===== config.mk =====
export PLATFORM = sky130hd
export DESIGN_NAME = sprite_control_word_builder
export DESIGN_NICKNAME = d
export VERILOG_FILES = /design/src/rtl/scwb_pkg.sv /design/src/rtl/sprite_control_word_builder.sv /design/src/rtl/scwb_cfg.sv /design/src/rtl/scwb_div.sv /design/src/rtl/scwb_ctrl.sv /design/src/rtl/scwb_datapath.sv
export SDC_FILE = /design/constraint.sdc
export NUM_CORES = 1
export LEC_CHECK = 0
export BUFFER_PORTS_ARGS = -buffer_cell sky130_fd_sc_hd__clkbuf_2
export CAP_MARGIN = 5
export CORE_MARGIN = 8
export CORE_UTILIZATION = 51
export CTS_BUF_LIST = sky130_fd_sc_hd__clkbuf_8 sky130_fd_sc_hd__clkbuf_16
export DETAILED_ROUTE_END_ITERATION = 6
export PLACE_DENSITY = 0.7
export SYNTH_ARGS = -nofsm -noshare
export SYNTH_HDL_FRONTEND = slang
export SYNTH_SLANG_ARGS = --single-unit

===== constraint.sdc =====
create_clock -name clk -period 8 [get_ports clk]
set_input_delay 1.6 -clock clk [delete_from_list [all_inputs] [get_ports clk]]
set_output_delay 1.6 -clock clk [all_outputs]
set_load 0.01 [all_outputs]

===== src/rtl/scwb_pkg.sv =====
package scwb_pkg;

    localparam int MAX_SPRITES = 8;
    localparam int ADDR_W      = 21;
    localparam int CFG_IDX_W   = 3;
    localparam int CFG_DATA_W  = 21;
    localparam int SPAN_W      = 16;
    localparam int COUNT_W     = 4;

    // The divider retires two quotient bits per cycle.
    localparam int DIV_BITS_PER_CYCLE = 2;
    localparam int DIV_CYCLES         = SPAN_W / DIV_BITS_PER_CYCLE;
    localparam logic [2:0] DIV_LAST_STEP = 3'(DIV_CYCLES - 1);

    localparam logic [15:0] DIW_START_RST     = 16'h2C81;
    localparam logic [8:0]  PANE_TOP_RST      = 9'd0;
    localparam logic [8:0]  PANE_ROWS_RST     = 9'd256;
    localparam logic [2:0]  FETCH_FACTOR_RST  = 3'd1;
    localparam logic [3:0]  AVAIL_SPRITES_RST = 4'd8;
    localparam logic [20:0] NULL_ADDR_RST     = 21'd0;

    // Start rows from this value upwards park the sprites on the null sprite.
    localparam logic signed [11:0] NULL_START_ROW = 12'sd255;

    typedef enum logic [CFG_IDX_W-1:0] {
        CFG_DIW_START,
        CFG_PANE_TOP,
        CFG_PANE_ROWS,
        CFG_FETCH_FACTOR,
        CFG_AVAIL_SPRITES,
        CFG_NULL_ADDR
    } cfg_index_t;

    typedef struct packed {
        logic [15:0]       diw_start;
        logic [8:0]        pane_top;
        logic [8:0]        pane_rows;
        logic [2:0]        fetch_factor;
        logic [3:0]        avail_sprites;
        logic [ADDR_W-1:0] null_addr;
    } cfg_t;

    typedef enum logic [2:0] {
        ST_IDLE,
        ST_GEOM,
        ST_CLIP,
        ST_DIV,
        ST_EMIT
    } state_t;

    typedef struct packed {
        logic accept;
        logic geom;
        logic clip;
        logic emit;
    } cmd_t;

    typedef struct packed {
        logic skip;
        logic div_done;
        logic out_busy;
        logic last;
    } status_t;

endpackage


===== src/rtl/sprite_control_word_builder.sv =====
// Sprite control word builder.
// A placement request enters on the in_valid/in_ready channel, one field per
// port. It yields between zero and eight results on the out_valid/out_ready
// channel, one per hardware sprite, the final one flagged by last.
// Registers are written through the cfg_valid/cfg_ready channel, cfg_index
// selecting the register and cfg_data carrying the value; cfg_ready is always
// high and writes are expected only while no request is in flight.
// Flow: the divider that works out the per-sprite data size at two quotient
// bits a cycle runs while the request passes the geometry and clip states,
// and results are emitted once it is done; after that one result leaves per
// cycle while the receiver takes them. A request that produces no result
// leaves the block after the clip state.
// A stalled receiver holds the pending result in the output register and the
// sequence simply pauses; a new request is taken as soon as the last result
// has been loaded, even if it has not yet been collected.
// Reset returns the controller to idle, empties the output register and
// loads the registers with their power-on values.
module sprite_control_word_builder (
    input  logic                              clk,
    input  logic                              rst_n,
    input  logic                              cfg_valid,
    output logic                              cfg_ready,
    input  logic [scwb_pkg::CFG_IDX_W-1:0]    cfg_index,
    input  logic [scwb_pkg::CFG_DATA_W-1:0]   cfg_data,
    input  logic                              in_valid,
    output logic                              in_ready,
    input  logic signed [10:0]                pos_x,
    input  logic signed [10:0]                pos_y,
    input  logic signed [7:0]                 hot_x,
    input  logic signed [7:0]                 hot_y,
    input  logic [9:0]                        image_height,
    input  logic signed [3:0]                 requested_sprite,
    input  logic [2:0]                        default_sprite,
    input  logic [scwb_pkg::ADDR_W-1:0]       data_start,
    input  logic [scwb_pkg::SPAN_W-1:0]       bank_span,
    input  logic [7:0]                        layout,
    output logic                              out_valid,
    input  logic                              out_ready,
    output logic                              kind,
    output logic [2:0]                        sprite_index,
    output logic [15:0]                       pos_word,
    output logic [15:0]                       ctl_word,
    output logic [scwb_pkg::ADDR_W-1:0]       data_address,
    output logic                              last
);
    import scwb_pkg::*;

    cfg_t    cfg;
    cmd_t    cmd;
    status_t status;

    scwb_cfg u_cfg (
        .clk       (clk),
        .rst_n     (rst_n),
        .cfg_valid (cfg_valid),
        .cfg_ready (cfg_ready),
        .cfg_index (cfg_index),
        .cfg_data  (cfg_data),
        .cfg       (cfg)
    );

    scwb_ctrl u_ctrl (
        .clk      (clk),
        .rst_n    (rst_n),
        .in_valid (in_valid),
        .in_ready (in_ready),
        .status   (status),
        .cmd      (cmd)
    );

    scwb_datapath u_datapath (
        .clk              (clk),
        .rst_n            (rst_n),
        .cmd              (cmd),
        .status           (status),
        .cfg              (cfg),
        .pos_x            (pos_x),
        .pos_y            (pos_y),
        .hot_x            (hot_x),
        .hot_y            (hot_y),
        .image_height     (image_height),
        .requested_sprite (requested_sprite),
        .default_sprite   (default_sprite),
        .data_start       (data_start),
        .bank_span        (bank_span),
        .layout           (layout),
        .out_ready        (out_ready),
        .out_valid        (out_valid),
        .kind             (kind),
        .sprite_index     (sprite_index),
        .pos_word         (pos_word),
        .ctl_word         (ctl_word),
        .data_address     (data_address),
        .last             (last)
    );

endmodule


===== src/rtl/scwb_cfg.sv =====
module scwb_cfg (
    input  logic                              clk,
    input  logic                              rst_n,
    input  logic                              cfg_valid,
    output logic                              cfg_ready,
    input  logic [scwb_pkg::CFG_IDX_W-1:0]    cfg_index,
    input  logic [scwb_pkg::CFG_DATA_W-1:0]   cfg_data,
    output scwb_pkg::cfg_t                    cfg
);
    import scwb_pkg::*;

    cfg_t cfg_reg;
    cfg_t cfg_next;

    assign cfg_ready = 1'b1;
    assign cfg       = cfg_reg;

    always_comb
    begin
        cfg_next = cfg_reg;
        if (cfg_valid)
        begin
            unique case (cfg_index)
                CFG_DIW_START:     cfg_next.diw_start     = cfg_data[15:0];
                CFG_PANE_TOP:      cfg_next.pane_top      = cfg_data[8:0];
                CFG_PANE_ROWS:     cfg_next.pane_rows     = cfg_data[8:0];
                CFG_FETCH_FACTOR:  cfg_next.fetch_factor  = cfg_data[2:0];
                CFG_AVAIL_SPRITES: cfg_next.avail_sprites = cfg_data[3:0];
                CFG_NULL_ADDR:     cfg_next.null_addr     = cfg_data[ADDR_W-1:0];
                default:           cfg_next = cfg_reg;
            endcase
        end
    end

    always_ff @(posedge clk or negedge rst_n)
    begin
        if (!rst_n)
        begin
            cfg_reg.diw_start     <= DIW_START_RST;
            cfg_reg.pane_top      <= PANE_TOP_RST;
            cfg_reg.pane_rows     <= PANE_ROWS_RST;
            cfg_reg.fetch_factor  <= FETCH_FACTOR_RST;
            cfg_reg.avail_sprites <= AVAIL_SPRITES_RST;
            cfg_reg.null_addr     <= NULL_ADDR_RST;
        end
        else
        begin
            cfg_reg <= cfg_next;
        end
    end

endmodule


===== src/rtl/scwb_div.sv =====
module scwb_div (
    input  logic                             clk,
    input  logic                             rst_n,
    input  logic                             start,
    input  logic [scwb_pkg::SPAN_W-1:0]      dividend,
    input  logic [scwb_pkg::COUNT_W-1:0]     divisor,
    output logic                             done,
    output logic [scwb_pkg::SPAN_W-1:0]      quotient
);
    import scwb_pkg::*;

    logic [SPAN_W-1:0]  q_reg, q_next;
    logic [COUNT_W-1:0] rem_reg, rem_next;
    logic [COUNT_W-1:0] d_reg, d_next;
    logic [2:0]         step_reg, step_next;
    logic               busy_reg, busy_next;
    logic               done_reg, done_next;

    logic [COUNT_W:0]   r1, r2;
    logic               ge1, ge2;
    logic [COUNT_W-1:0] rem1, rem2;

    // Two restoring division steps per cycle; the remainder stays below the divisor.
    always_comb
    begin
        r1   = {rem_reg, q_reg[SPAN_W-1]};
        ge1  = r1 >= {1'b0, d_reg};
        rem1 = ge1 ? COUNT_W'(r1 - {1'b0, d_reg}) : r1[COUNT_W-1:0];
        r2   = {rem1, q_reg[SPAN_W-2]};
        ge2  = r2 >= {1'b0, d_reg};
        rem2 = ge2 ? COUNT_W'(r2 - {1'b0, d_reg}) : r2[COUNT_W-1:0];
    end

    always_comb
    begin
        q_next    = q_reg;
        rem_next  = rem_reg;
        d_next    = d_reg;
        step_next = step_reg;
        busy_next = busy_reg;
        done_next = done_reg;
        if (start)
        begin
            q_next    = dividend;
            rem_next  = '0;
            d_next    = divisor;
            step_next = '0;
            busy_next = 1'b1;
            done_next = 1'b0;
        end
        else if (busy_reg)
        begin
            q_next    = {q_reg[SPAN_W-3:0], ge1, ge2};
            rem_next  = rem2;
            step_next = step_reg + 3'd1;
            if (step_reg == DIV_LAST_STEP)
            begin
                busy_next = 1'b0;
                done_next = 1'b1;
            end
        end
    end

    always_ff @(posedge clk or negedge rst_n)
    begin
        if (!rst_n)
        begin
            step_reg <= '0;
            busy_reg <= 1'b0;
            done_reg <= 1'b0;
        end
        else
        begin
            step_reg <= step_next;
            busy_reg <= busy_next;
            done_reg <= done_next;
        end
    end

    always_ff @(posedge clk)
    begin
        q_reg   <= q_next;
        rem_reg <= rem_next;
        d_reg   <= d_next;
    end

    assign done     = done_reg;
    assign quotient = q_reg;

endmodule


===== src/rtl/scwb_ctrl.sv =====
module scwb_ctrl (
    input  logic              clk,
    input  logic              rst_n,
    input  logic              in_valid,
    output logic              in_ready,
    input  scwb_pkg::status_t status,
    output scwb_pkg::cmd_t    cmd
);
    import scwb_pkg::*;

    state_t state_reg, state_next;

    always_comb
    begin
        state_next = state_reg;
        unique case (state_reg)
            ST_IDLE:
            begin
                if (in_valid)
                begin
                    state_next = ST_GEOM;
                end
            end
            ST_GEOM:
            begin
                state_next = ST_CLIP;
            end
            ST_CLIP:
            begin
                state_next = status.skip ? ST_IDLE : ST_DIV;
            end
            ST_DIV:
            begin
                if (status.div_done)
                begin
                    state_next = ST_EMIT;
                end
            end
            ST_EMIT:
            begin
                if (!status.out_busy && status.last)
                begin
                    state_next = ST_IDLE;
                end
            end
            default:
            begin
                state_next = ST_IDLE;
            end
        endcase
    end

    always_comb
    begin
        in_ready   = 1'b0;
        cmd        = '0;
        unique case (state_reg)
            ST_IDLE:
            begin
                in_ready   = 1'b1;
                cmd.accept = in_valid;
            end
            ST_GEOM:
            begin
                cmd.geom = 1'b1;
            end
            ST_CLIP:
            begin
                cmd.clip = 1'b1;
            end
            ST_DIV:
            begin
                cmd = '0;
            end
            ST_EMIT:
            begin
                cmd.emit = !status.out_busy;
            end
            default:
            begin
                cmd = '0;
            end
        endcase
    end

    always_ff @(posedge clk or negedge rst_n)
    begin
        if (!rst_n)
        begin
            state_reg <= ST_IDLE;
        end
        else
        begin
            state_reg <= state_next;
        end
    end

endmodule


===== src/rtl/scwb_datapath.sv =====
module scwb_datapath (
    input  logic                                clk,
    input  logic                                rst_n,
    input  scwb_pkg::cmd_t                      cmd,
    output scwb_pkg::status_t                   status,
    input  scwb_pkg::cfg_t                      cfg,
    input  logic signed [10:0]                  pos_x,
    input  logic signed [10:0]                  pos_y,
    input  logic signed [7:0]                   hot_x,
    input  logic signed [7:0]                   hot_y,
    input  logic [9:0]                          image_height,
    input  logic signed [3:0]                   requested_sprite,
    input  logic [2:0]                          default_sprite,
    input  logic [scwb_pkg::ADDR_W-1:0]         data_start,
    input  logic [scwb_pkg::SPAN_W-1:0]         bank_span,
    input  logic [7:0]                          layout,
    input  logic                                out_ready,
    output logic                                out_valid,
    output logic                                kind,
    output logic [2:0]                          sprite_index,
    output logic [15:0]                         pos_word,
    output logic [15:0]                         ctl_word,
    output logic [scwb_pkg::ADDR_W-1:0]         data_address,
    output logic                                last
);
    import scwb_pkg::*;

    // Request captured on the input transaction.
    logic [10:0]        px_reg, py_reg;
    logic [7:0]         hx_reg, hy_reg;
    logic [9:0]         height_reg;
    logic [2:0]         first_reg;
    logic [3:0]         count_reg;
    logic               attached_reg;
    logic [ADDR_W-1:0]  data_reg;

    // Geometry stage.
    logic               skip_reg, null_reg, neg_reg;
    logic [3:0]         cnt_reg;
    logic [11:0]        y_reg;
    logic [8:0]         x0_reg;
    logic [10:0]        clip1_reg;
    logic [15:0]        prod_reg;
    logic [9:0]         base_reg;

    // Clip stage and per-sprite state.
    logic [7:0]         pos_hi_reg;
    logic [15:0]        ctl0_reg;
    logic [2:0]         k_reg;
    logic [8:0]         hstart_reg;
    logic [ADDR_W-1:0]  addr_reg;

    // Output register.
    logic               out_valid_reg, out_valid_next;
    logic               kind_reg;
    logic [2:0]         idx_reg;
    logic [15:0]        pos_reg, ctl_reg;
    logic [ADDR_W-1:0]  addr_out_reg;
    logic               last_reg;

    logic               div_done;
    logic [SPAN_W-1:0]  ssize;

    logic [3:0]         avail;
    logic               first_ge;
    logic [4:0]         cnt_sum;
    logic [3:0]         cnt_trim;
    logic [11:0]        y_sum;
    logic               ge_ph, is_null, neg;
    logic [11:0]        clip1;
    logic               top_empty;
    logic [10:0]        negy;
    logic [15:0]        prod;
    logic [8:0]         x0;
    logic [9:0]         base;

    logic [9:0]         ytop;
    logic [10:0]        rows;
    logic [7:0]         yy;
    logic [10:0]        bot;
    logic [9:0]         clipped;
    logic [10:0]        ystop;
    logic [15:0]        ctl0;
    logic [ADDR_W-1:0]  saddr;

    logic [8:0]         glue;
    logic               step_adv;
    logic               is_last;

    scwb_div u_div (
        .clk      (clk),
        .rst_n    (rst_n),
        .start    (cmd.accept),
        .dividend (bank_span),
        .divisor  (layout[3:0]),
        .done     (div_done),
        .quotient (ssize)
    );

    // Geometry: sprite range, start row, horizontal start and the rows lost above the panel.
    always_comb
    begin
        avail     = (cfg.avail_sprites > 4'(MAX_SPRITES)) ? 4'(MAX_SPRITES)
                                                          : cfg.avail_sprites;
        first_ge  = {1'b0, first_reg} >= avail;
        cnt_sum   = {2'b00, first_reg} + {1'b0, count_reg};
        cnt_trim  = (cnt_sum > {1'b0, avail}) ? (avail - {1'b0, first_reg}) : count_reg;
        y_sum     = {py_reg[10], py_reg} + {{4{hy_reg[7]}}, hy_reg};
        ge_ph     = $signed(y_sum) >= $signed({3'b000, cfg.pane_rows});
        is_null   = $signed(y_sum) >= NULL_START_ROW;
        neg       = y_sum[11];
        clip1     = {2'b00, height_reg} + y_sum;
        top_empty = neg && ($signed(clip1) < 12'sd1);
        negy      = 11'(-y_sum);
        prod      = {3'b000, negy, 2'b00} * {13'd0, cfg.fetch_factor};
        x0        = px_reg[8:0] + {hx_reg[7], hx_reg} + {1'b0, cfg.diw_start[7:0]} - 9'd1;
        base      = {2'b00, cfg.diw_start[15:8]} + {1'b0, cfg.pane_top};
    end

    // Clip: vertical start and stop, the control word and the first data address.
    always_comb
    begin
        ytop    = neg_reg ? base_reg : base_reg + {2'b00, y_reg[7:0]};
        rows    = neg_reg ? clip1_reg : {1'b0, height_reg};
        yy      = neg_reg ? 8'd0 : y_reg[7:0];
        bot     = {3'b000, yy} + rows;
        clipped = (bot > {2'b00, cfg.pane_rows})
                  ? 10'({1'b0, cfg.pane_rows} - {2'b00, yy}) : rows[9:0];
        ystop   = {1'b0, ytop} + {1'b0, clipped};
        ctl0    = {ystop[7:0], attached_reg, 3'b000,
                   ({ytop[9:8], 2'b00} | {ystop[10:8], 1'b0})};
        saddr   = neg_reg ? data_reg + {5'd0, prod_reg} : data_reg;
    end

    always_comb
    begin
        glue     = {2'b00, cfg.fetch_factor, 4'b0000};
        step_adv = !attached_reg || k_reg[0];
        is_last  = ({1'b0, k_reg} + 4'd1) == cnt_reg;
    end

    always_ff @(posedge clk)
    begin
        if (cmd.accept)
        begin
            px_reg       <= pos_x;
            py_reg       <= pos_y;
            hx_reg       <= hot_x;
            hy_reg       <= hot_y;
            height_reg   <= image_height;
            first_reg    <= requested_sprite[3] ? default_sprite : requested_sprite[2:0];
            count_reg    <= layout[3:0];
            attached_reg <= layout[4];
            data_reg     <= data_start;
        end
        if (cmd.geom)
        begin
            skip_reg  <= first_ge || (count_reg == 4'd0) || ge_ph || (!is_null && top_empty);
            null_reg  <= is_null;
            neg_reg   <= neg;
            cnt_reg   <= cnt_trim;
            y_reg     <= y_sum;
            x0_reg    <= x0;
            clip1_reg <= clip1[10:0];
            prod_reg  <= prod;
            base_reg  <= base;
        end
        if (cmd.clip)
        begin
            pos_hi_reg <= ytop[7:0];
            ctl0_reg   <= ctl0;
            k_reg      <= '0;
            hstart_reg <= x0_reg;
            addr_reg   <= saddr;
        end
        if (cmd.emit)
        begin
            kind_reg     <= null_reg;
            idx_reg      <= first_reg + k_reg;
            pos_reg      <= null_reg ? 16'd0 : {pos_hi_reg, hstart_reg[8:1]};
            ctl_reg      <= null_reg ? 16'd0 : {ctl0_reg[15:1], hstart_reg[0]};
            addr_out_reg <= null_reg ? cfg.null_addr : addr_reg;
            last_reg     <= is_last;
            k_reg        <= k_reg + 3'd1;
            addr_reg     <= addr_reg + {5'd0, ssize};
            if (step_adv)
            begin
                hstart_reg <= hstart_reg + glue;
            end
        end
    end

    always_comb
    begin
        if (cmd.emit)
        begin
            out_valid_next = 1'b1;
        end
        else if (out_ready)
        begin
            out_valid_next = 1'b0;
        end
        else
        begin
            out_valid_next = out_valid_reg;
        end
    end

    always_ff @(posedge clk or negedge rst_n)
    begin
        if (!rst_n)
        begin
            out_valid_reg <= 1'b0;
        end
        else
        begin
            out_valid_reg <= out_valid_next;
        end
    end

    assign status.skip     = skip_reg;
    assign status.div_done = div_done;
    assign status.out_busy = out_valid_reg && !out_ready;
    assign status.last     = is_last;

    assign out_valid    = out_valid_reg;
    assign kind         = kind_reg;
    assign sprite_index = idx_reg;
    assign pos_word     = pos_reg;
    assign ctl_word     = ctl_reg;
    assign data_address = addr_out_reg;
    assign last         = last_reg;

endmodule


Yosys cells after proc, flatten, opt, wreduce, memory -nomap -nowiden
Index checks and enable logic that the tools add are counted.
- bits in registers: 334
- output and inout bits: 61
- word-level logic and storage cells: 156
- add/subtract/negate cells: 22
- reductions and logical operators: 27
- magnitude comparators: 9
- eq/ne operators: 14
- multiply operators: 1
- muxes and demuxes: 40
- bitwise gates (word level): 1
- operator list (kind ; count):
    $mux W21 ; 4
    $add A21 B16 Y21 ; 2
    $mux W16 ; 2
    $mux W9 ; 3
    $mux W3 ; 8
    $mux W10 ; 2
    $mux W4 ; 4
    $pmux W3 S5 ; 1
    $mul A11 B3 Y14 ; 1
    $reduce_and A2 Y1 ; 7
    $mux W1 ; 13
    $add A10 B12 Y12 ; 1
    $add A11 B8 Y12 ; 1
    $eq A3 B2 Y1 const B ; 4
    $eq A3 B3 Y1 const B ; 4
    $ge A12 B10 Y1 ; 1
    $ge A12 B9 Y1 const B ; 1
    $lt A12 B2 Y1 const B ; 1
    $add A10 B10 Y11 ; 1
    $add A8 B11 Y11 ; 1
    $gt A11 B9 Y1 ; 1
    $mux W11 ; 1
    $neg A11 Y11 ; 1
    $add A10 B8 Y10 ; 1
    30 further kinds ; 48

Depth between registers and ports, before layout
Gate-level depths: netlist of the first run.
- word-level depth: 6
- depth in mapped cells: 32
- mapped depth without buffers: 28

Hierarchy
From an unflattened synthesis of the first run, not the netlist that was laid out.
- cell total of the unflattened synthesis: 1673
- area total of the unflattened synthesis: 19835.3 um^2
- by module, submodules not included (module ; sequential area each (um^2) ; cells an instance ; area an instance (um^2) ; times used):
    scwb_datapath ; 7241.9 ; 1380 ; 15605.0 ; 1
    scwb_cfg ; 1561.5 ; 137 ; 2378.5 ; 1
    scwb_div ; 805.8 ; 139 ; 1671.6 ; 1
    scwb_ctrl ; 75.1 ; 17 ; 180.2 ; 1

Worst setup path before layout of the first run
No wires, ideal clock.
- path type: register to register
- from: register u_datapath.neg_reg
- to: register u_datapath.ctl0_reg[3] (data pin)
- arrival time: 6.257 ns
- clock period less this slack: 6.516 ns
- cell stages (with the launch flop): 33
- path slack: 1.484 ns
- setup time: 0.259 ns
- path buffers: 4
- path through: edfxtp_1 > clkbuf_1 > clkbuf_1 > clkbuf_1 > nand2b_1 > inv_1 > ha_1 > a21o_1 > a21oi_1 > nand2b_1 > a21oi_1 > a21oi_1 > xnor2_1 > ha_1 > a21o_1 > a21oi_1 > nand2_1 > o31ai_1 > a31oi_1 > a221oi_2 > and2_1 > buf_2 > mux2_1 > ha_1 > fa_1 > a21oi_1 > nor2_1 > nor2_1 > o21bai_1 > a21oi_1 > o21ai_0 > a21o_1 > a211o_1
- cells in the longest elaborated chain, start to end: 6
- elaborated cells between the ends (all ways): 9
- ends and longest elaborated chain (item ; RTL line ; RTL):
    start, declared ; scwb_datapath.sv:38 ; logic skip_reg, null_reg, neg_reg;
    start signal, assigned ; scwb_datapath.sv:160 ; neg_reg <= neg;
    $mux W8 or $mux W11 (tied branches) ; scwb_datapath.sv:125, scwb_datapath.sv:124 ;
    $add A8 B11 Y11 ; scwb_datapath.sv:126 ; bot = {3'b000, yy} + rows;
    $gt A11 B9 Y1 ; scwb_datapath.sv:127 ; clipped = (bot > {2'b00, cfg.pane_rows})
    $mux W10 ; scwb_datapath.sv:128 ; ? 10'({1'b0, cfg.pane_rows} - {2'b00, yy}) : rows[9:0];
    $add A10 B10 Y11 ; scwb_datapath.sv:129 ; ystop = {1'b0, ytop} + {1'b0, clipped};
    $or A4 B4 Y4 (*) ; scwb_datapath.sv:131 ; ({ytop[9:8], 2'b00} | {ystop[10:8], 1'b0})};
    named net u_datapath.ctl0[3] ; scwb_datapath.sv:83 ; logic [15:0] ctl0;
    end signal, assigned ; scwb_datapath.sv:171 ; ctl0_reg <= ctl0;
    end, declared ; scwb_datapath.sv:48 ; logic [15:0] ctl0_reg;
Mark *: on every way through the listed nets, which the timed path passes. The rest lies on a longest branch.
A chain may end at the register's enable or synchronous reset.

Worst setup path after layout of the first run
Same ends and word-level chain as after synthesis.

==> results of run 1 <==
[critical path: cells and delay by family (launching register included)]
kind                     cells  cell delay (ns)
AO/OA/AOI/OAI               13             2.71
adder cells (fa/ha/maj)      5             1.56
multiplexers                 2             0.81
AND/OR/NAND/NOR              4             0.75
flip-flops                   1             0.34
buffers and inverters        1             0.28
XOR/XNOR                     1             0.16
[metal layers]
| layer | routed length [um] | vias to the layer above | GRT usage (%) |
|---|---|---|---|
| met2 | 21000 | 329 | 33.4 |
| li1 | - | 6517 | - |
| met5 | 56 | - | 0 |
| met1 | 21100 | 6313 | 27.4 |
| met4 | 959 | 10 | 5.10 |
| met3 | 2820 | 72 | 4.97 |
[kinds of logic (layout without fill, tap and decap cells)]
family                     Yosys count  in the layout  share of synthesized area (%)
xor gates and xnor gates           110            110                           5.07
AOI/OAI and AO/OA                  359            359                           11.7
adders and majority gates          200            200                           14.1
muxes                              104            104                           5.88
other                                2              6                         0.0386
DFF                                333            333                           49.2
buffers and inverters              189            412                           3.85
and+or+nand+nor                    413            413                           10.2
[layout make-up]
cell class	count	area [sq um]	area share [%]
clock buffer	41	992	4.46
timing repair buffer	195	1020	4.57
inverter	148	562	2.53
sequential	333	9560	43.0
multi-input combinational	1190	9160	41.2
clock inverter	28	282	1.27
tap	511	639	2.88
antenna	2	5.00	0.0225
[worst paths after layout]
check	slack, ns	startpoint	end
hold / removal	0.47	u_datapath.attached_reg$_DFFE_PP_	u_datapath.ctl0_reg[7]$_DFFE_PP_
setup / recovery	1.14	u_datapath.neg_reg$_DFFE_PP_	u_datapath.ctl0_reg[3]$_DFFE_PP_
max in group asynchronous	6.11	rst_n	u_cfg.cfg[35]$_DFFE_PN0P_
setup reg to reg	1.14	u_datapath.neg_reg$_DFFE_PP_	u_datapath.ctl0_reg[3]$_DFFE_PP_
min in group asynchronous	1.17	rst_n	u_cfg.cfg[18]$_DFFE_PN0P_
hold reg to reg	0.47	u_datapath.attached_reg$_DFFE_PP_	u_datapath.ctl0_reg[7]$_DFFE_PP_
[placed cells by master, fill, tap and decap left out, types with 6 or more instances in the layout]
cell type	synthesis	routed
o211ai_1	8	8
mux2i_1	22	22
nand3_1	25	25
xnor2_1	73	73
mux2_2	80	80
a31oi_1	9	9
ha_1	167	167
dfstp_2	8	8
o21ai_0	91	91
a211o_1	7	7
fa_1	33	33
o21bai_1	13	13
a211oi_1	17	17
clkbuf_16	0	38
nor2_1	73	72
and3_1	9	9
a21boi_0	6	6
a21oi_1	103	103
nand2_1	158	158
inv_1	145	151
a21o_1	43	43
buf_4	4	16
xor2_1	34	34
nor2b_1	51	51
nand2b_1	33	33
o31ai_1	8	8
edfxtp_1	253	253
nor3_1	19	18
nand4_1	6	6
clkinv_2	0	8
and2_1	17	17
dfxtp_1	9	9
dfrtp_1	63	63
clkbuf_2	0	179
[power groups by stage]
stage	clock, mW	combinational [mW]	sequential (mW)
2_1_floorplan	0	4.56	3.07
3_3_place_gp	0	5.64	3.18
3_5_place_dp	0	5.80	3.20
4_1_cts	1.82	5.85	3.17
5_1_grt	1.88	6.59	3.23
6_report	1.78	5.84	3.17
[metrics by stage]
stage / util, % / setup WS (ns) / hold WS (ns) / cells
3_3_place_gp: 55.7 / 1.25 / 0.452 / 2377
4_1_cts: 59.1 / 1.14 / 0.475 / 2446
5_1_grt: 59.1 / 0.674 / 0.489 / 2448
3_5_place_dp: 55.7 / 1.15 / 0.456 / 2377
6_report: 59.1 / 1.14 / 0.470 / 2448
2_1_floorplan: - / 1.48 / 0.427 / 1712
==> impl_metrics.json, run 1 <==
{
  "swShare_pct": 40.7,
  "rows": 71,
  "gp_congestion": 0.896,
  "internal_power_mw": 6.40,
  "switchingPower_mw": 4.39,
  "finalPower_mw": 10.8,
  "synth_cells": 1710,
  "holdPathStages": 0,
  "synth-edff-count": 253,
  "fp.dieH_um": 211,
  "critPathSlowestCell": "a221oi_2",
  "status": "finished, final reports clean",
  "setup_viol": 0,
  "p_clk_share_pct": 16.5,
  "via_count": 13200,
  "fill_cells": 3080,
  "ir_worst_vdd_v": 0.000202,
  "endpoint_kind": "register",
  "syn_area_per_cell_sq_um": 11.4,
  "crit_top_cell": "a21oi_1",
  "numCtsBuffers": 38,
  "remaining_drc_errors": 0,
  "drive_gt1_share_pct": 19.0,
  "tightest_slew_ns": 1.17,
  "worst_setup_path_start_kind": "register",
  "portBuffers": 180,
  "h-tree-depth": 2,
  "clkSinkCount": 333,
  "die_w_um": 211,
  "skew_ns": 0.0259,
  "hpwl_mm": 34.4,
  "viasPerCell": 5.41,
  "design.portCount": 190,
  "r2r_cells": 26,
  "largest_register_ffs": 62,
  "p_per_area_nw_per_um2": 485,
  "synth_top_cells_by_area": "edfxtp_1 (39%), ha_1 (11%), dfrtp_1 (8.1%), mux2_2 (4.6%), fa_1 (3.4%)",
  "grt-ovfl-total": 0,
  "p_seq_share_pct": 29.4,
  "grt_usage_pct": 20.5,
  "finalCritPeriodShare_pct": 85.8,
  "synth_warnings": 0,
  "hold_viol": 0,
  "design_area_sq_um": 22200,
  "grt_pass1_vias": 13600,
  "clockBufferDepth": 3,
  "clkSlewWorstSetupHoldPaths_ns": 0.06,
  "combPwrFrac_pct": 54.1,
  "path_max_fanout": 28,
  "grt_pass1_wl_mm": 72.0,
  "root_buffer": "clkbuf_16",
  "final.setup.tns_ns": 0,
  "ys_types": 77,
  "hold_class": "reg -> reg",
  "worstSetupPathType": "reg -> reg",
  "syn_to_final_growth_pct": 14.2,
  "place_area_sq_um": 20900,
  "critical_path_required_ns": 8.30,
  "syn-cell-area_sq_um": 19500,
  "synthFlopType": "edfxtp_1",
  "async_flop_share_pct": 21.3,
  "post-cts-setup-buffers": 0,
  "routed_wl_mm": 45.9,
  "dr.pass1.iters": 5,
  "drtIter0Drc": 773,
  "rsz0062_at_grt": "false",
  "fmax_ghz": 0.146,
  "netlist.area_leader.share_pct": 39.1,
  "ant_nets": 0,
  "grt_max_degree": 73,
  "cts_tree": "done",
  "slowest_delay_ns": 0.48,
  "antenna_found_initial": 7,
  "fin_crit_ns": 6.86,
  "maxCapViolations": 0,
  "p_leak_nw": 9.59,
  "wl_per_cell_um": 18.7,
  "synth-seq-cells": 333,
  "insertion_delay_ns": 0.56,
  "ctsHoldBuffers": 0,
  "yosysMostFrequentCell": "edfxtp_1",
  "synth_common_cells": "edfxtp_1 (253), ha_1 (167), nand2_1 (158)",
  "seq_area_frac_synth_pct": 49.2,
  "max-slew-margin-rel_pct": 21.8,
  "synth_top_cell_by_area": "edfxtp_1",
  "worst_ep_arrival_time_ns": 7.16,
  "core_sq_um": 37600,
  "dieArea_sq_um": 44700,
  "start_util_pct": 51.8,
  "layout.nets": 2235,
  "ctsResizeCount": 0,
  "slew_viol_final": 0
}
No activity file was read; power rests on OpenSTA's default activity.
==> run 2: changes to the inputs <==
--- a/config.mk
+++ b/config.mk
@@ -7,11 +7,11 @@
 export LEC_CHECK = 0
 export BUFFER_PORTS_ARGS = -buffer_cell sky130_fd_sc_hd__clkbuf_2
 export CAP_MARGIN = 5
-export CORE_MARGIN = 8
-export CORE_UTILIZATION = 51
+export CORE_MARGIN = 2
+export CORE_UTILIZATION = 50
 export CTS_BUF_LIST = sky130_fd_sc_hd__clkbuf_8 sky130_fd_sc_hd__clkbuf_16
 export DETAILED_ROUTE_END_ITERATION = 6
-export PLACE_DENSITY = 0.7
+export PLACE_DENSITY = 0.69
 export SYNTH_ARGS = -nofsm -noshare
 export SYNTH_HDL_FRONTEND = slang
 export SYNTH_SLANG_ARGS = --single-unit
==> impl_metrics.json, run 2 (synthesis results as in run 1) <==
{
  "place_ws_ns": 1.06,
  "max-slew-margin-rel_pct": 23.0,
  "hold_viol": 0,
  "worst_ep_arrival_time_ns": 7.32,
  "dieArea_sq_um": 40500,
  "hold_class": "reg -> reg",
  "ctsHoldBuffers": 0,
  "clockBufferDepth": 3,
  "die_w_um": 201,
  "skew_ns": 0.0180,
  "worstSetupPathType": "reg -> reg",
  "busiest_layer": "met2",
  "slew_viol_final": 0,
  "path_max_fanout": 31,
  "ant_nets": 0,
  "switchingPower_mw": 4.38,
  "endpoint_kind": "register",
  "antenna_found_initial": 3,
  "fp.dieH_um": 201,
  "ir_worst_vdd_v": 0.000213,
  "design.portCount": 190,
  "critical_path_required_ns": 8.29,
  "grt_pass1_wl_mm": 71.4,
  "hpwl_mm": 33.6,
  "layout.nets": 2236,
  "core_sq_um": 38600,
  "status": "finished, final reports clean",
  "insertion_delay_ns": 0.55,
  "post-cts-setup-buffers": 0,
  "via_count": 13400,
  "h-tree-depth": 2,
  "routed_wl_mm": 45.1,
  "internal_power_mw": 6.35,
  "use_met2_pct": 36.6,
  "combPwrFrac_pct": 54.5,
  "syn_to_final_growth_pct": 14.1,
  "tightest_slew_ns": 1.15,
  "portBuffers": 180,
  "dr.pass1.iters": 5,
  "finalPower_mw": 10.7,
  "gp_congestion": 0.867,
  "finalCritPeriodShare_pct": 87.8,
  "grt_max_degree": 72,
  "rsz0062_at_grt": "false",
  "drive_gt1_share_pct": 18.8,
  "drtIter0Drc": 791,
  "final_cell_mix": "edfxtp_1 (253), clkbuf_2 (179), ha_1 (167)",
  "use_met1_pct": 31.6,
  "groute.layer.met3.usage_pct": 3.30,
  "slowest_delay_ns": 0.54,
  "setup_viol": 0,
  "crit_top_cell": "a21oi_1",
  "p_seq_share_pct": 29.7,
  "grt_usage_pct": 22.6,
  "p_leak_nw": 9.59,
  "p_per_area_nw_per_um2": 484,
  "start_util_pct": 50.5,
  "ctsResizeCount": 0,
  "viasPerCell": 5.44,
  "p_clk_share_pct": 15.8,
  "largest_register_ffs": 62,
  "final.setup.tns_ns": 0,
  "root_buffer": "clkbuf_16",
  "wl_per_cell_um": 18.4,
  "fin_ws_ns": 0.978,
  "clkSlewWorstSetupHoldPaths_ns": 0.06,
  "mostFrequentLayoutCell": "edfxtp_1",
  "remaining_drc_errors": 0,
  "worst_setup_path_start_kind": "register",
  "swShare_pct": 40.8,
  "grt_pass1_vias": 13200,
  "fmax_ghz": 0.142,
  "numCtsBuffers": 38,
  "cts_tree": "done",
  "critPathSlowestCell": "edfxtp_1",
  "maxCapViolations": 0,
  "clkSinkCount": 333,
  "rows": 72,
  "grt-ovfl-total": 0,
  "fin_crit_ns": 7.02
}
run 2: worst max-delay path, delay by kind of cell, from the launching register on:
family          cells  cell delay [ns]
simple gates        6             1.09
flops               1             0.54
mux                 1             0.40
fa+ha+maj           4             1.21
buf+inv             2             0.49
xor+xnor            1             0.15
compound gates     15             2.86
run 2: cell type report:
class | instances | area [sq um]
fill | 3288 | 16400
sequential | 333 | 9560
multi-input combinational | 1190 | 9160
clock buffer | 45 | 1070
timing repair buffer | 196 | 1020
tap | 518 | 648
inverter | 148 | 561
clock inverter | 24 | 158
antenna | 1 | 2.50
run 2: power by group through the flow:
stage	registers, mW	clock network, mW	logic [mW]
global route	3.24	1.81	6.61
detailed placement	3.21	0	5.79
global placement	3.20	0	5.61
CTS	3.18	1.75	5.84
finish	3.18	1.70	5.85
floorplan	3.07	0	4.56
run 2: final timing paths:
kind	cells past startpoint	endpoint	slack, ns	from
min reg2reg	1	u_cfg.cfg[10]$_DFFE_PN0P_	0.50	u_cfg.cfg[10]$_DFFE_PN0P_
max	29	u_datapath.ctl0_reg[3]$_DFFE_PP_	0.98	u_datapath.neg_reg$_DFFE_PP_
max in group asynchronous	1	u_cfg.cfg[50]$_DFFE_PN0P_	6.10	rst_n
max reg2reg	29	u_datapath.ctl0_reg[3]$_DFFE_PP_	0.98	u_datapath.neg_reg$_DFFE_PP_
min	1	u_cfg.cfg[10]$_DFFE_PN0P_	0.50	u_cfg.cfg[10]$_DFFE_PN0P_
min in group asynchronous	1	u_cfg.cfg[17]$_DFFE_PN0P_	1.18	rst_n
run 2: layer usage:
layer  wire [um]  up-vias
li1            -     6509
met1       20700     6462
met2       20900      331
met3        2420       57
met4        1070        2
met5          13        -
run 2: per-stage QoR:
step / cells / utilization, % / hold WS, ns / instance area, sq um
CTS: 2454 / 57.5 / 0.500 / 22200
detailed placement: 2385 / 54.4 / 0.488 / 21000
global placement: 2385 / 54.4 / 0.480 / 21000
global route: 2454 / 57.5 / 0.510 / 22200
finish: 2455 / 57.5 / 0.498 / 22200
floorplan: 1712 / - / 0.427 / 19500
==> run 3: changes to the inputs <==
--- a/config.mk
+++ b/config.mk
@@ -8,10 +8,10 @@
 export BUFFER_PORTS_ARGS = -buffer_cell sky130_fd_sc_hd__clkbuf_2
 export CAP_MARGIN = 5
 export CORE_MARGIN = 2
-export CORE_UTILIZATION = 50
+export CORE_UTILIZATION = 35
 export CTS_BUF_LIST = sky130_fd_sc_hd__clkbuf_8 sky130_fd_sc_hd__clkbuf_16
 export DETAILED_ROUTE_END_ITERATION = 6
-export PLACE_DENSITY = 0.69
+export PLACE_DENSITY = 0.52
 export SYNTH_ARGS = -nofsm -noshare
 export SYNTH_HDL_FRONTEND = slang
 export SYNTH_SLANG_ARGS = --single-unit
==> impl_metrics.json, run 3 (synthesis results as in run 1) <==
{
  "finalCritPeriodShare_pct": 85.3,
  "syn_to_final_growth_pct": 15.9,
  "rows": 86,
  "ir_worst_vdd_v": 0.000179,
  "slew_viol_final": 0,
  "status": "finished, final reports clean",
  "mostFrequentLayoutCell": "edfxtp_1",
  "skew_ns": 0.0180,
  "numCtsBuffers": 40,
  "portBuffers": 180,
  "hold_class": "reg -> reg",
  "remaining_drc_errors": 0,
  "rsz0062_at_grt": "false",
  "clockBufferDepth": 3,
  "die_w_um": 240,
  "h-tree-depth": 2,
  "fmax_ghz": 0.147,
  "ff2ff_setup_slack_ns": 1.18,
  "endpoint_kind": "register",
  "p_per_area_nw_per_um2": 480,
  "drtIter0Drc": 675,
  "grt_pass1_wl_mm": 74.3,
  "max-slew-margin-rel_pct": 33.4,
  "fin_crit_ns": 6.82,
  "worstSetupEndpoint": "u_datapath.ctl0_reg[3]$_DFFE_PP_",
  "worst_ep_arrival_time_ns": 7.13,
  "clkSlewWorstSetupHoldPaths_ns": 0.06,
  "via_count": 13300,
  "wl_per_cell_um": 17.9,
  "dieArea_sq_um": 57500,
  "clkSinkCount": 333,
  "worst_setup_path_start_kind": "register",
  "worstSetupPathType": "reg -> reg",
  "multi_input_area_sq_um": 9170,
  "fin_util_pct": 41.0,
  "tightest_slew_ns": 0.997,
  "grt_pass1_vias": 13400,
  "dr.pass1.iters": 6,
  "grt-ovfl-total": 0,
  "maxCapViolations": 0,
  "fill_cells": 5308,
  "antenna_found_initial": 4,
  "seq_area_sq_um": 9560,
  "reg2reg_to": "u_datapath.ctl0_reg[3]$_DFFE_PP_",
  "drive_gt1_share_pct": 19.0,
  "hpwl_mm": 36.4,
  "grt_max_degree": 69,
  "design.portCount": 190,
  "rr_startpoint": "u_datapath.neg_reg$_DFFE_PP_",
  "startpoint": "u_datapath.neg_reg$_DFFE_PP_",
  "root_buffer": "clkbuf_16",
  "ctsResizeCount": 0,
  "insertion_delay_ns": 0.56,
  "core_sq_um": 55000,
  "critical_path_required_ns": 8.31,
  "fp.dieH_um": 240,
  "start_util_pct": 35.4,
  "hold_viol": 0,
  "viasPerCell": 4.92,
  "final_cell_mix": "edfxtp_1 (253), clkbuf_2 (179), ha_1 (167)",
  "cts_tree": "done",
  "design_area_sq_um": 22500,
  "r2r_cells": 26,
  "path_max_fanout": 49,
  "largest_register_ffs": 62,
  "routed_wl_mm": 48.3,
  "layout.nets": 2240,
  "gp_congestion": 0.861,
  "final.setup.tns_ns": 0,
  "setup_viol": 0,
  "place_area_sq_um": 21300,
  "ctsHoldBuffers": 0,
  "grt_usage_pct": 17.0,
  "post-cts-setup-buffers": 0,
  "ant_nets": 0,
  "p_leak_nw": 9.63
}
-- run 3: worst min-delay path by stage --
stage	start	to	slack [ns]	cells after the start
finish	u_datapath.attached_reg$_DFFE_PP_	u_datapath.ctl0_reg[7]$_DFFE_PP_	0.47	0
global route	u_datapath.attached_reg$_DFFE_PP_	u_datapath.ctl0_reg[7]$_DFFE_PP_	0.49	0
CTS	u_datapath.attached_reg$_DFFE_PP_	u_datapath.ctl0_reg[7]$_DFFE_PP_	0.48	0
detailed placement	u_datapath.attached_reg$_DFFE_PP_	u_datapath.ctl0_reg[7]$_DFFE_PP_	0.46	0
global placement	u_datapath.attached_reg$_DFFE_PP_	u_datapath.ctl0_reg[7]$_DFFE_PP_	0.46	0
floorplan	u_datapath.attached_reg$_DFFE_PP_	u_datapath.ctl0_reg[7]$_DFFE_PP_	0.43	0
-- run 3: final cells by class --
class / count / share of cell area, %
clock inverter: 28 / 0.794
tap: 748 / 4.15
inverter: 148 / 2.49
sequential: 333 / 42.4
antenna: 1 / 0.0111
timing repair buffer: 198 / 4.61
multi-input combinational: 1190 / 40.7
clock buffer: 46 / 4.86
-- run 3: routing by layer --
layer,vias to the layer above,track usage [%],routed length (um)
met5,-,0,42
met4,6,5.59,1260
met3,75,3.38,2670
met2,294,26.9,21400
met1,6339,23.3,22900
li1,6537,-,-
-- run 3: stage by stage --
stage               instances  power, mW  worst slack (ns)  hold slack (ns)
floorplan                1712       7.63              1.48            0.427
global placement         2617       8.98              1.18            0.460
detailed placement       2617       9.10              1.19            0.457
CTS                      2691       11.0              1.15            0.476
global route             2691       11.8             0.692            0.490
finish                   2692       10.8              1.18            0.471
-- run 3: where the power goes --
part,switching [mW],internal [mW],total [mW]
clock network,0.727,1.04,1.77
logic,3.34,2.53,5.87
registers,0.358,2.83,3.19
-- run 3: critical path, stage by stage, from the launching register on --
cell,delay (ns)
edfxtp_1,0.69
buf_4,0.56
nand2b_1,0.21
inv_1,0.06
ha_1,0.36
nand3_1,0.10
o211ai_1,0.12
o41a_1,0.40
xnor2_1,0.16
ha_1,0.31
nand3_1,0.10
o31ai_1,0.22
a31oi_1,0.10
a221oi_2,0.20
buf_4,0.21
and2_1,0.37
mux2_1,0.41
ha_1,0.24
fa_1,0.41
a21oi_1,0.14
nor2_1,0.05
nor2_1,0.14
o21bai_1,0.09
a21oi_1,0.22
o21ai_0,0.17
a21o_1,0.21
a211o_1,0.28
